==> config.mk <==
export PLATFORM = sky130hd
export DESIGN_NAME = zoomed_sprite_blit
export DESIGN_NICKNAME = d
export VERILOG_FILES = /design/src/design/zsb_pkg.sv /design/src/design/zsb_front.sv /design/src/design/zsb_queue.sv /design/src/design/zsb_back.sv /design/src/design/zoomed_sprite_blit.sv
export SDC_FILE = /design/constraint.sdc
export NUM_CORES = 1
export LEC_CHECK = 0
export ABC_CLOCK_PERIOD_IN_PS = 14800
export BUFFER_PORTS_ARGS = -buffer_cell sky130_fd_sc_hd__buf_2
export CORE_MARGIN = 3
export CORE_UTILIZATION = 35
export DETAILED_ROUTE_END_ITERATION = 10
export SLEW_MARGIN = 30
export SYNTH_ARGS = -nofsm -noshare
export SYNTH_HDL_FRONTEND = slang
export SYNTH_SLANG_ARGS = --single-unit
==> constraint.sdc <==
create_clock -name i_clk -period 14.8 [get_ports i_clk]
set_clock_uncertainty 0.05 [all_clocks]
set_input_delay 0 -clock i_clk [delete_from_list [all_inputs] [get_ports i_clk]]
set_output_delay 0 -clock i_clk [all_outputs]
set_load 0.02 [all_outputs]
==> src/design/zsb_pkg.sv <==
// Shared codes, constants and types for the zoomed sprite blitter.
package zsb_pkg;

    // Register index codes on the configuration port
    localparam int REG_IDX_BITS = 3;
    localparam logic [REG_IDX_BITS-1:0] REG_DISPLAY_WIDTH  = 3'd0;
    localparam logic [REG_IDX_BITS-1:0] REG_DISPLAY_HEIGHT = 3'd1;
    localparam logic [REG_IDX_BITS-1:0] REG_OFFSET_X       = 3'd2;
    localparam logic [REG_IDX_BITS-1:0] REG_OFFSET_Y       = 3'd3;
    localparam logic [REG_IDX_BITS-1:0] REG_ZOOM           = 3'd4;
    localparam logic [REG_IDX_BITS-1:0] REG_IMAGE_WIDTH    = 3'd5;
    localparam logic [REG_IDX_BITS-1:0] REG_IMAGE_HEIGHT   = 3'd6;
    localparam logic [REG_IDX_BITS-1:0] REG_ADAPTER_MODE   = 3'd7;

    // Adapter mode codes
    localparam logic [1:0] MODE_OTHER = 2'd0;
    localparam logic [1:0] MODE_MDA   = 2'd1;
    localparam logic [1:0] MODE_LORES = 2'd2;

    // Zoom saturates at this code
    localparam logic [1:0] ZOOM_MAX = 2'd2;

    // Register reset values
    localparam int DISPLAY_WIDTH_RST  = 640;
    localparam int DISPLAY_HEIGHT_RST = 400;
    localparam int IMAGE_DIM_RST      = 64;

    // Replication exponents: x up to 4 (low-res doubling), y up to 2
    localparam int ZX_BITS   = 3;
    localparam int ZY_BITS   = 2;
    localparam int SX_BITS   = 4;
    localparam int SY_BITS   = 2;
    localparam int ZOOM_BITS = ZX_BITS + ZY_BITS;

    // Depth of the job queue between front and back end
    localparam int QUEUE_DEPTH = 4;

    typedef struct packed {
        logic [ZX_BITS-1:0] zx;
        logic [ZY_BITS-1:0] zy;
    } t_zoom;

endpackage

==> src/design/zsb_front.sv <==
// Front end: configuration registers, origin arithmetic, pixel classification.
module zsb_front #(
    parameter int COORD_BITS     = 10,
    parameter int IMAGE_DIM_BITS = 8,
    localparam int CFG_W = (COORD_BITS > IMAGE_DIM_BITS) ? COORD_BITS : IMAGE_DIM_BITS
) (
    input  logic                            i_clk,
    input  logic                            i_rst_n,
    input  logic                            i_cfg_we,
    input  logic [zsb_pkg::REG_IDX_BITS-1:0] i_cfg_addr,
    input  logic [CFG_W-1:0]                i_cfg_data,
    input  logic                            i_push,
    input  logic [7:0]                      i_pixel_color,
    input  logic                            i_q_full,
    output logic                            o_full,
    output logic                            o_q_push,
    output logic [COORD_BITS-1:0]           o_bx,
    output logic [COORD_BITS-1:0]           o_by,
    output zsb_pkg::t_zoom                  o_zoom,
    output logic [7:0]                      o_color
);
    import zsb_pkg::*;

    // Signed working width: covers offset minus half image, scaled by up to 16, plus a display half
    localparam int SW = CFG_W + 8;

    logic        [COORD_BITS-1:0]     r_disp_w;
    logic        [COORD_BITS-1:0]     r_disp_h;
    logic signed [COORD_BITS-1:0]     r_off_x;
    logic signed [COORD_BITS-1:0]     r_off_y;
    logic        [1:0]                r_zoom;
    logic        [IMAGE_DIM_BITS-1:0] r_img_w;
    logic        [IMAGE_DIM_BITS-1:0] r_img_h;
    logic        [1:0]                r_mode;
    logic        [IMAGE_DIM_BITS-1:0] r_col;
    logic        [IMAGE_DIM_BITS-1:0] r_row;
    logic        [IMAGE_DIM_BITS-1:0] n_col;
    logic        [IMAGE_DIM_BITS-1:0] n_row;

    logic        [1:0]                z_sat;
    logic        [ZX_BITS-1:0]        zx;
    logic        [ZY_BITS-1:0]        zy;
    logic        [COORD_BITS-1:0]     dw_eff;
    logic        [COORD_BITS-1:0]     dw_half;
    logic        [COORD_BITS-1:0]     dh_half;
    logic        [IMAGE_DIM_BITS-1:0] iw_half;
    logic        [IMAGE_DIM_BITS-1:0] ih_half;
    logic signed [SW-1:0]             diff_x;
    logic signed [SW-1:0]             diff_y;
    logic signed [SW-1:0]             ox_raw;
    logic signed [SW-1:0]             oy_raw;
    logic signed [SW-1:0]             ox;
    logic signed [SW-1:0]             oy;
    logic        [IMAGE_DIM_BITS:0]   col_p1;
    logic        [IMAGE_DIM_BITS:0]   row_p1;
    logic signed [SW-1:0]             end_x;
    logic signed [SW-1:0]             end_y;
    logic signed [SW-1:0]             bx_full;
    logic signed [SW-1:0]             by_full;
    logic                             in_img;
    logic                             draw;
    logic                             accept;

    // Effective zoom and display width per adapter mode
    always_comb begin
        z_sat = (r_zoom > ZOOM_MAX) ? ZOOM_MAX : r_zoom;
        zy    = ZY_BITS'(z_sat);
        unique case (r_mode)
            MODE_MDA: begin
                zx     = ZX_BITS'(z_sat >> 1);
                dw_eff = r_disp_w >> 1;
            end
            MODE_LORES: begin
                zx     = ZX_BITS'(z_sat) << 1;
                dw_eff = r_disp_w;
            end
            default: begin
                zx     = ZX_BITS'(z_sat);
                dw_eff = r_disp_w;
            end
        endcase
    end

    // Centred origin, clamped at zero
    always_comb begin
        dw_half = dw_eff >> 1;
        dh_half = r_disp_h >> 1;
        iw_half = r_img_w >> 1;
        ih_half = r_img_h >> 1;
        diff_x  = SW'(r_off_x) - $signed(SW'(iw_half));
        diff_y  = SW'(r_off_y) - $signed(SW'(ih_half));
        ox_raw  = $signed(SW'(dw_half)) + (diff_x <<< zx);
        oy_raw  = $signed(SW'(dh_half)) + (diff_y <<< zy);
        ox      = ox_raw[SW-1] ? '0 : ox_raw;
        oy      = oy_raw[SW-1] ? '0 : oy_raw;
    end

    // Classify the pixel: inside the image and clear of the display edges
    always_comb begin
        col_p1  = {1'b0, r_col} + (IMAGE_DIM_BITS+1)'(1);
        row_p1  = {1'b0, r_row} + (IMAGE_DIM_BITS+1)'(1);
        end_x   = ox + ($signed(SW'(col_p1)) <<< zx);
        end_y   = oy + ($signed(SW'(row_p1)) <<< zy);
        bx_full = ox + ($signed(SW'(r_col)) <<< zx);
        by_full = oy + ($signed(SW'(r_row)) <<< zy);
        in_img  = (r_col < r_img_w) && (r_row < r_img_h);
        draw    = in_img && (end_x < $signed(SW'(dw_eff)))
                         && (end_y < $signed(SW'(r_disp_h)));
    end

    // Raster counters wrap after a full image
    always_comb begin
        n_col = r_col;
        n_row = r_row;
        if (col_p1 >= {1'b0, r_img_w}) begin
            n_col = '0;
            if (row_p1 >= {1'b0, r_img_h}) begin
                n_row = '0;
            end else begin
                n_row = row_p1[IMAGE_DIM_BITS-1:0];
            end
        end else begin
            n_col = col_p1[IMAGE_DIM_BITS-1:0];
        end
    end

    assign accept    = i_push && !i_q_full;
    assign o_full    = i_q_full;
    assign o_q_push  = accept && draw;
    assign o_bx      = bx_full[COORD_BITS-1:0];
    assign o_by      = by_full[COORD_BITS-1:0];
    assign o_zoom.zx = zx;
    assign o_zoom.zy = zy;
    assign o_color   = i_pixel_color;

    // Configuration registers and raster counters
    always_ff @(posedge i_clk) begin
        if (!i_rst_n) begin
            r_disp_w <= COORD_BITS'(DISPLAY_WIDTH_RST);
            r_disp_h <= COORD_BITS'(DISPLAY_HEIGHT_RST);
            r_off_x  <= '0;
            r_off_y  <= '0;
            r_zoom   <= '0;
            r_img_w  <= IMAGE_DIM_BITS'(IMAGE_DIM_RST);
            r_img_h  <= IMAGE_DIM_BITS'(IMAGE_DIM_RST);
            r_mode   <= MODE_OTHER;
            r_col    <= '0;
            r_row    <= '0;
        end else begin
            if (i_cfg_we) begin
                unique case (i_cfg_addr)
                    REG_DISPLAY_WIDTH:  r_disp_w <= i_cfg_data[COORD_BITS-1:0];
                    REG_DISPLAY_HEIGHT: r_disp_h <= i_cfg_data[COORD_BITS-1:0];
                    REG_OFFSET_X:       r_off_x  <= $signed(i_cfg_data[COORD_BITS-1:0]);
                    REG_OFFSET_Y:       r_off_y  <= $signed(i_cfg_data[COORD_BITS-1:0]);
                    REG_ZOOM:           r_zoom   <= i_cfg_data[1:0];
                    REG_IMAGE_WIDTH:    r_img_w  <= i_cfg_data[IMAGE_DIM_BITS-1:0];
                    REG_IMAGE_HEIGHT:   r_img_h  <= i_cfg_data[IMAGE_DIM_BITS-1:0];
                    REG_ADAPTER_MODE:   r_mode   <= i_cfg_data[1:0];
                    default: ;
                endcase
            end
            if (accept) begin
                r_col <= n_col;
                r_row <= n_row;
            end
        end
    end

endmodule

==> src/design/zsb_queue.sv <==
// Small job queue between the front and back ends.
module zsb_queue #(
    parameter int WIDTH = 33,
    parameter int DEPTH = 4
) (
    input  logic             i_clk,
    input  logic             i_rst_n,
    input  logic             i_push,
    input  logic [WIDTH-1:0] i_data,
    input  logic             i_pop,
    output logic [WIDTH-1:0] o_data,
    output logic             o_empty,
    output logic             o_full
);
    localparam int PTR_W = (DEPTH > 1) ? $clog2(DEPTH) : 1;
    localparam int CNT_W = $clog2(DEPTH + 1);

    logic [WIDTH-1:0] r_mem [DEPTH];
    logic [PTR_W-1:0] r_wr;
    logic [PTR_W-1:0] r_rd;
    logic [CNT_W-1:0] r_count;
    logic             do_push;
    logic             do_pop;

    assign o_empty = (r_count == '0);
    assign o_full  = (r_count == CNT_W'(DEPTH));
    assign do_push = i_push && !o_full;
    assign do_pop  = i_pop && !o_empty;
    assign o_data  = r_mem[r_rd];

    // Storage
    always_ff @(posedge i_clk) begin
        if (do_push) begin
            r_mem[r_wr] <= i_data;
        end
    end

    // Pointers and fill count
    always_ff @(posedge i_clk) begin
        if (!i_rst_n) begin
            r_wr    <= '0;
            r_rd    <= '0;
            r_count <= '0;
        end else begin
            if (do_push) begin
                r_wr <= (r_wr == PTR_W'(DEPTH - 1)) ? '0 : r_wr + PTR_W'(1);
            end
            if (do_pop) begin
                r_rd <= (r_rd == PTR_W'(DEPTH - 1)) ? '0 : r_rd + PTR_W'(1);
            end
            if (do_push && !do_pop) begin
                r_count <= r_count + CNT_W'(1);
            end else if (do_pop && !do_push) begin
                r_count <= r_count - CNT_W'(1);
            end
        end
    end

endmodule

==> src/design/zsb_back.sv <==
// Back end: expands one job into its block of frame-buffer writes.
module zsb_back #(
    parameter int COORD_BITS = 10
) (
    input  logic                  i_clk,
    input  logic                  i_rst_n,
    input  logic [COORD_BITS-1:0] i_job_x,
    input  logic [COORD_BITS-1:0] i_job_y,
    input  zsb_pkg::t_zoom        i_job_zoom,
    input  logic [7:0]            i_job_color,
    input  logic                  i_q_empty,
    output logic                  o_q_pop,
    input  logic                  i_pop,
    output logic                  o_empty,
    output logic [COORD_BITS-1:0] o_write_x,
    output logic [COORD_BITS-1:0] o_write_y,
    output logic [7:0]            o_write_color,
    output logic                  o_last_write
);
    import zsb_pkg::*;

    logic                  r_busy;
    logic [COORD_BITS-1:0] r_bx;
    logic [COORD_BITS-1:0] r_by;
    t_zoom                 r_zoom;
    logic [7:0]            r_color;
    logic [SX_BITS-1:0]    r_sx;
    logic [SY_BITS-1:0]    r_sy;
    logic                  r_out_valid;
    logic [COORD_BITS-1:0] r_wx;
    logic [COORD_BITS-1:0] r_wy;
    logic [7:0]            r_wc;
    logic                  r_wl;

    logic [SX_BITS-1:0]    sx_max;
    logic [SY_BITS-1:0]    sy_max;
    logic                  last;
    logic                  adv;
    logic                  load;

    // Sub-block limits and step control
    assign sx_max  = SX_BITS'((5'd1 << r_zoom.zx) - 5'd1);
    assign sy_max  = SY_BITS'((3'd1 << r_zoom.zy) - 3'd1);
    assign last    = (r_sx == sx_max) && (r_sy == sy_max);
    assign adv     = !r_out_valid || i_pop;
    assign load    = !i_q_empty && (!r_busy || (adv && last));
    assign o_q_pop = load;

    assign o_empty       = !r_out_valid;
    assign o_write_x     = r_wx;
    assign o_write_y     = r_wy;
    assign o_write_color = r_wc;
    assign o_last_write  = r_wl;

    // Walk SubX outer, SubY inner; output register decouples the consumer
    always_ff @(posedge i_clk) begin
        if (!i_rst_n) begin
            r_busy      <= 1'b0;
            r_out_valid <= 1'b0;
        end else begin
            if (adv) begin
                r_out_valid <= r_busy;
            end
            // a new job takes over as the last write of the old one leaves
            if (load) begin
                r_busy <= 1'b1;
            end else if (adv && r_busy && last) begin
                r_busy <= 1'b0;
            end
            if (adv && r_busy) begin
                r_wx <= r_bx + COORD_BITS'(r_sx);
                r_wy <= r_by + COORD_BITS'(r_sy);
                r_wc <= r_color;
                r_wl <= last;
                if (!last) begin
                    if (r_sy == sy_max) begin
                        r_sy <= '0;
                        r_sx <= r_sx + SX_BITS'(1);
                    end else begin
                        r_sy <= r_sy + SY_BITS'(1);
                    end
                end
            end
            if (load) begin
                r_bx    <= i_job_x;
                r_by    <= i_job_y;
                r_zoom  <= i_job_zoom;
                r_color <= i_job_color;
                r_sx    <= '0;
                r_sy    <= '0;
            end
        end
    end

endmodule

==> src/design/zoomed_sprite_blit.sv <==
// Zoomed sprite blitter top level: front end, job queue and write generator.
// Pixel colours enter in raster order, one transfer per cycle while full is low;
// each pixel becomes a 2^zx by 2^zy block of frame-buffer writes (x outer, y inner)
// around a centred origin, and pixels whose block would reach the display edge are
// dropped silently. The write generator issues one write per cycle while pop is
// high; a drawn pixel gives 2^zx * 2^zy writes (4 at zoom 1 in MODE_OTHER, 1 to 64
// overall); a dropped pixel costs nothing. The front end takes a pixel every cycle
// while the four-entry job queue has room, and full rises only when it is full.
// Configuration writes take effect at once and are meant for an idle block.
module zoomed_sprite_blit #(
    parameter int COORD_BITS     = 10,
    parameter int IMAGE_DIM_BITS = 8,
    localparam int CFG_W = (COORD_BITS > IMAGE_DIM_BITS) ? COORD_BITS : IMAGE_DIM_BITS
) (
    input  logic                             i_clk,
    input  logic                             i_rst_n,
    input  logic                             i_cfg_we,
    input  logic [zsb_pkg::REG_IDX_BITS-1:0] i_cfg_addr,
    input  logic [CFG_W-1:0]                 i_cfg_data,
    input  logic                             push,
    output logic                             full,
    input  logic [7:0]                       i_pixel_color,
    output logic                             empty,
    input  logic                             pop,
    output logic [COORD_BITS-1:0]            o_write_x,
    output logic [COORD_BITS-1:0]            o_write_y,
    output logic [7:0]                       o_write_color,
    output logic                             o_last_write
);
    import zsb_pkg::*;

    localparam int JOB_W = 2 * COORD_BITS + ZOOM_BITS + 8;

    logic                  q_push;
    logic                  q_pop;
    logic                  q_full;
    logic                  q_empty;
    logic [JOB_W-1:0]      q_wr_data;
    logic [JOB_W-1:0]      q_rd_data;
    logic [COORD_BITS-1:0] f_bx;
    logic [COORD_BITS-1:0] f_by;
    t_zoom                 f_zoom;
    logic [7:0]            f_color;
    logic [COORD_BITS-1:0] b_x;
    logic [COORD_BITS-1:0] b_y;
    t_zoom                 b_zoom;
    logic [7:0]            b_color;

    // Pixel classification
    zsb_front #(
        .COORD_BITS     (COORD_BITS),
        .IMAGE_DIM_BITS (IMAGE_DIM_BITS)
    ) u_front (
        .i_clk         (i_clk),
        .i_rst_n       (i_rst_n),
        .i_cfg_we      (i_cfg_we),
        .i_cfg_addr    (i_cfg_addr),
        .i_cfg_data    (i_cfg_data),
        .i_push        (push),
        .i_pixel_color (i_pixel_color),
        .i_q_full      (q_full),
        .o_full        (full),
        .o_q_push      (q_push),
        .o_bx          (f_bx),
        .o_by          (f_by),
        .o_zoom        (f_zoom),
        .o_color       (f_color)
    );

    // Job packing across the queue
    assign q_wr_data = {f_bx, f_by, f_zoom, f_color};
    assign b_color   = q_rd_data[7:0];
    assign b_zoom    = q_rd_data[8 +: ZOOM_BITS];
    assign b_y       = q_rd_data[8 + ZOOM_BITS +: COORD_BITS];
    assign b_x       = q_rd_data[8 + ZOOM_BITS + COORD_BITS +: COORD_BITS];

    zsb_queue #(
        .WIDTH (JOB_W),
        .DEPTH (QUEUE_DEPTH)
    ) u_queue (
        .i_clk   (i_clk),
        .i_rst_n (i_rst_n),
        .i_push  (q_push),
        .i_data  (q_wr_data),
        .i_pop   (q_pop),
        .o_data  (q_rd_data),
        .o_empty (q_empty),
        .o_full  (q_full)
    );

    // Write generation
    zsb_back #(
        .COORD_BITS (COORD_BITS)
    ) u_back (
        .i_clk         (i_clk),
        .i_rst_n       (i_rst_n),
        .i_job_x       (b_x),
        .i_job_y       (b_y),
        .i_job_zoom    (b_zoom),
        .i_job_color   (b_color),
        .i_q_empty     (q_empty),
        .o_q_pop       (q_pop),
        .i_pop         (pop),
        .o_empty       (empty),
        .o_write_x     (o_write_x),
        .o_write_y     (o_write_y),
        .o_write_color (o_write_color),
        .o_last_write  (o_last_write)
    );

endmodule

Word-level counts from Yosys, hierarchy flattened
Memory sizes are Yosys's and may differ from the RTL's. A register that Yosys moved wholly into a read port is not among the register bits.
Cells that the tools add are included.
Widths: inputs -> output; s select.
Word-level totals
  register bits: 120
  bits in latches: 0
  output and inout port bits: 31
  memories kept: 1
  memory bits (read-only): 0
  word-level logic and storage cells: 134
  memory bits (writable): 132
  input bits: 26
Memory list
  u_queue.r_mem: words 4, bits a word 33, rd ports 1, clocked after memory_dff 1, wr ports 1, RTL line zsb_queue.sv:18  | logic [WIDTH-1:0] r_mem [DEPTH];
Operators by class
  bitwise operators: 0
  reductions and logical operators: 41
  shifts and indexed selects: 8
  mux-type cells: 21
  equality and inequality tests: 15
  order comparisons: 7
  $mul: 0
  divide/modulo/power cells: 0
  add/sub/neg operators: 20
Operators by type and width (number)
  $add 10x18->18: 2
  $add 18x18->18: 2
  $lt 18x11->1: 2
  $mux 17: 2
  $reduce_and 2->1: 11
  $sub 10x8->11: 2
  $add 10x10->10: 2
  $add 8x1->9 const B: 2
  $ge 9x8->1: 2
  $sshl 10x2->18: 1
  $sshl 10x3->18: 1
  $sshl 18x2->18: 1
  $sshl 18x3->18: 1
  $lt 8x8->1: 2
  $mux 8: 2
  $eq 3x3->1 const B: 5
  $logic_and 1x1->1: 14
  $mux 2: 6
  $mux 4: 3
  $add 10x2->10: 1
  $add 10x4->10: 1
  $mux 10: 1
  $sshl 9x2->10: 1
  $sshl 9x3->10: 1
  other kinds (25): 44

Depth between registers and ports, before layout
  depth in word-level cells: 16
  gate-level depth with buffers: 43

By module
A second synthesis with hierarchy kept.
Second synthesis, totals
  cells, all modules: 1772
  area total of the unflattened synthesis: 18021.0 µm²
Modules (own cells, without submodules)
  zsb_front: area an instance 9900.7 µm², cells each 1372, times used 1
  zsb_queue: area an instance 5288.8 µm², cells each 224, times used 1
  zsb_back: area an instance 2831.5 µm², cells each 176, times used 1

Worst setup path before layout
OpenSTA, ideal clock, no wires.
  path kind: reg-to-reg
  from: register u_front.r_mode[0]
  to: memory u_queue.r_mem[0][0] (enable)
  path buffers: 5
  setup slack: 6.104 ns
  arrival: 8.249 ns
  clock period less this slack: 8.696 ns
  library setup time: 0.397 ns
  cell stages (with the launch flop): 35
  path through: dfxtp_1 -> inv_1 -> ha_1 -> buf_4 -> nand4bb_1 -> and2_1 -> buf_2 -> inv_4 -> clkbuf_1 -> buf_1 -> o21ai_0 -> nand2_1 -> o31ai_1 -> ha_1 -> o21a_1 -> o21ai_0 -> a21oi_1 -> o41ai_1 -> a211oi_2 -> a31oi_2 -> buf_2 -> nor2b_1 -> ha_1 -> o21ai_0 -> o21ai_0 -> a21oi_1 -> o32ai_1 -> a41oi_1 -> xnor2_1 -> ha_1 -> a2111oi_0 -> o2111ai_1 -> a2111o_1 -> o41a_4 -> nor2b_2
RTL lines
  start: declaration: RTL line zsb_front.sv:34  | logic [1:0] r_mode;
  start signal: assignment: RTL line zsb_front.sv:159  | REG_ADAPTER_MODE: r_mode <= i_cfg_data[1:0];
  end: declaration: RTL line zsb_queue.sv:18

==> impl_metrics.py <==
metrics = {
    "worst_hold_path": {
        "hold_path_depth": 2,
        "holdCritPathClass": "input port to register",
    },
    "setup_path": {
        "cpPeakStageDelay_ns": 0.76,
        "required_ns": 15.26,
        "critical_path_peak_fanout": 38,
        "worst_setup_path_end_kind": "register",
        "critical_path_class": "register to register",
        "worst_path_max_delay_cell": "sky130_fd_sc_hd__clkinv_1",
        "data_arrival_at_the_endpoint_of_the_critical_path_ns": 11.32,
        "ff2ff_path_depth": 40,
        "crit_path_start_kind": "register",
    },
    "flow_run": {
        "maxCapViolCount": 0,
    },
    "power": {
        "internal_power_uw": 1670,
        "power_leakage_uw": 0.00773,
        "seq_power_share_pct": 41.8,
        "fin_total_pwr_uw": 2420,
        "comb_power_share_pct": 26.3,
        "irDropWorstVdd_v": 0.0000869,
        "p_sw_uw": 747,
        "power.density_cell_area_mw_per_mm2": 119,
        "power_frac_clock_pct": 31.8,
        "p_sw_share_pct": 30.9,
    },
    "grt": {
        "grt.busiest_layer": "met2",
        "grt_start_max_net_pins": 86,
        "antenna_found_initial": 0,
        "met2_usage_pct": 26.2,
        "grt_pass1_vias": 13037,
        "grtUsageMet3_pct": 1.70,
        "wire_length_of_the_first_global_routing_pass_um": 69000,
        "grt_overflow": 0,
        "grt_util_all_layers_pct": 15.7,
        "grt.met1_usage_pct": 22.3,
    },
    "yosys": {
        "synthesis.instances": 1770,
        "synth_seq_cells": 285,
        "synth_seq_area_share_pct": 42.8,
        "ys_types": 99,
        "yosysWarningCount": 0,
        "synth_edf_count": 200,
        "post_synthesis_area_per_instance_um2": 10.2,
        "postSynth.asyncResetShare_pct": 0,
        "synthFlopType": "sky130_fd_sc_hd__edfxtp_1",
        "mappedNetlistArea_mm2": 0.0180,
    },
    "die": {
        "num_io_pins": 57,
        "floorplan.rows": 82,
        "total_die_area_mm2": 0.0542,
        "core_mm2": 0.0505,
        "die_w_um": 233,
        "chipHeight_um": 233,
        "initial_core_util_pct": 35.7,
    },
    "timing": {
        "final-hold-violation-count": 0,
        "grt_setup_unrepaired": "no",
        "setup_slack_ns": 3.95,
        "hold_ws_ns": 0.156,
        "worst_slew_pin_slew_ns": 1.03,
        "min_tclk_post_route_ns": 10.85,
        "max_slew_margin_pct": 29.4,
        "achievable-frequency_mhz": 92.2,
        "timing_max_transition_violations_final": 0,
        "setup_viol": 0,
        "finalSetupTns_ns": 0,
        "layout_worst_path_cycle_share_pct": 73.3,
    },
    "clocking": {
        "max-clock-path-buffers": 3,
        "post_cts_buffers": 0,
        "clock_latency_ns": 0.58,
        "clock_transition_at_path_regs_ns": 0.08,
        "cts_num_sinks": 285,
        "clockRootBuffer": "sky130_fd_sc_hd__clkbuf_16",
        "tritoncts.num_buffers": 30,
        "tritoncts": "built",
        "number_of_levels_in_the_clock_h_tree": 1,
    },
    "place": {
        "place_congestion": 0.907,
        "dpl-instance-area_mm2": 0.0190,
        "detailedPlacementHpwl_um": 31800,
        "count_of_port_buffers_added_during_placement": 56,
        "detailedPlace.worstSlack_ns": 4.46,
    },
    "outcome": {
        "run_status": "finished, final reports clean",
    },
    "final_layout": {
        "design_area_mm2": 0.0203,
        "drive_above_1_share_pct": 11.5,
        "insertedDiodeCount": 0,
        "area_growth_pct": 13.0,
        "finalNetCount": 2011,
    },
    "route": {
        "post_drt_wl_per_cell_um": 16.8,
        "drt_antenna_net_count": 0,
        "post_detailed_route_via_to_cell_ratio": 5.22,
        "dr.pass1.iters": 5,
        "detail_route.drc_violations": 0,
        "vias": 13193,
        "dr.first_iter.drc_count": 955,
        "drt-total-wl_um": 42400,
    },
}
[cells in the final DEF (no fill, tap or decap), types with 30 or more instances in the layout]
master                      instances
sky130_fd_sc_hd__nand2_1          204
sky130_fd_sc_hd__edfxtp_1         200
sky130_fd_sc_hd__ha_1             145
sky130_fd_sc_hd__nor2_1           136
sky130_fd_sc_hd__a21oi_1           99
sky130_fd_sc_hd__inv_1             95
sky130_fd_sc_hd__dfxtp_1           83
sky130_fd_sc_hd__o21ai_0           76
sky130_fd_sc_hd__xnor2_1           73
sky130_fd_sc_hd__a21boi_0          66
sky130_fd_sc_hd__buf_2             56
sky130_fd_sc_hd__nand3_1           38
sky130_fd_sc_hd__mux2i_1           38
sky130_fd_sc_hd__xor2_1            37
sky130_fd_sc_hd__nor2b_1           36
sky130_fd_sc_hd__mux4_2            33
sky130_fd_sc_hd__nor3_1            31
sky130_fd_sc_hd__clkbuf_16         30
[state kept, by name, summed over array words and instances, names as in the netlist, 8 cells and up]
| register | count |
|---|---|
| u_queue.r_mem | 132 |
| u_front.r_row | 8 |
| u_front.r_col | 8 |
| u_front.r_img_w | 8 |
| u_back.r_by | 10 |
| u_front.r_off_y | 10 |
| u_back.r_color | 8 |
| u_back.r_bx | 10 |
| u_front.r_disp_w | 10 |
| u_back.o_write_y | 10 |
| u_front.r_img_h | 8 |
| u_front.r_off_x | 10 |
| u_back.o_write_x | 10 |
| u_front.r_disp_h | 10 |
| u_back.o_write_color | 8 |
[worst max-delay path, delay by kind of cell (launching register included)]
family	cells	cell delay, ns
AO/OA/AOI/OAI	20	5.15
buffers and inverters	8	2.18
adder cells (fa/ha/maj)	5	1.36
AND/OR/NAND/NOR	5	1.13
flip-flops	1	0.55
XOR/XNOR	2	0.32
[cell type report]
cell class	instances	area (µm²)
Inverter	101	382
Fill cell	4949	30100
Timing Repair Buffer	101	772
Sequential cell	285	7710
Tap cell	672	841
Clock inverter	17	201
Clock buffer	39	815
Multi-Input combinational cell	1312	9620
[worst paths after layout]
path | endpoint | slack, ns | startpoint
min reg2reg | u_back.o_write_color[5] | 0.37 | u_back.r_color[5]
max reg2reg | u_queue.r_count[2] | 3.95 | u_front.r_zoom[1]
min | u_queue.r_mem[2][1] | 0.16 | i_pixel_color[1]
max | u_queue.r_count[2] | 3.95 | u_front.r_zoom[1]
[Yosys cell counts (50+ instances only)]
| master | n | share of area [%] |
|---|---|---|
| sky130_fd_sc_hd__nand2_1 | 204 | 4.3 |
| sky130_fd_sc_hd__edfxtp_1 | 200 | 33 |
| sky130_fd_sc_hd__ha_1 | 145 | 10 |
| sky130_fd_sc_hd__nor2_1 | 138 | 2.9 |
| sky130_fd_sc_hd__a21oi_1 | 100 | 2.8 |
| sky130_fd_sc_hd__inv_1 | 96 | 2.0 |
| sky130_fd_sc_hd__dfxtp_1 | 85 | 9.5 |
| sky130_fd_sc_hd__o21ai_0 | 76 | 2.1 |
| sky130_fd_sc_hd__xnor2_1 | 73 | 3.6 |
| sky130_fd_sc_hd__a21boi_0 | 66 | 2.8 |
| sky130_fd_sc_hd__clkbuf_1 | 50 | 1.0 |
[cells by family after synthesis]
| kind of cell | synth area share, % |
|---|---|
| AO/OA/AOI/OAI | 15.6 |
| XOR/XNOR | 5.35 |
| adder cells (fa/ha/maj) | 11.2 |
| buffers and inverters | 4.02 |
| flip-flops | 42.8 |
| multiplexers | 6.62 |
| other | 0.0208 |
| AND/OR/NAND/NOR | 14.4 |
[per-layer routing]
metal / up-vias / share of wire (%)
li1: 6547 / -
met1: 6351 / 48
met2: 252 / 46
met3: 43 / 3.8
met4: 0 / 1.5
met5: - / 0
[what timing repair did]
item / CTS / global route
endpoints found under the hold margin: 105 / 0
hold buffers: 28 / 0
resized for setup: 0 / 0
[per-stage QoR]
stage          util, %  instances
6_report          40.3       2527
5_1_grt           40.3       2527
4_1_cts           40.3       2526
3_5_place_dp      37.7       2442
3_3_place_gp      37.5       2438
2_1_floorplan        -       1773
[power by group through the flow]
stage          registers, µW  clock network [µW]  logic, µW
6_report                1010                 769        637
5_1_grt                 1020                 820        713
4_1_cts                 1010                 789        642
3_5_place_dp            1030                   0        633
3_3_place_gp            1030                   0        621
2_1_floorplan           1030                   0        461
Power figures use the tool's default switching activity.
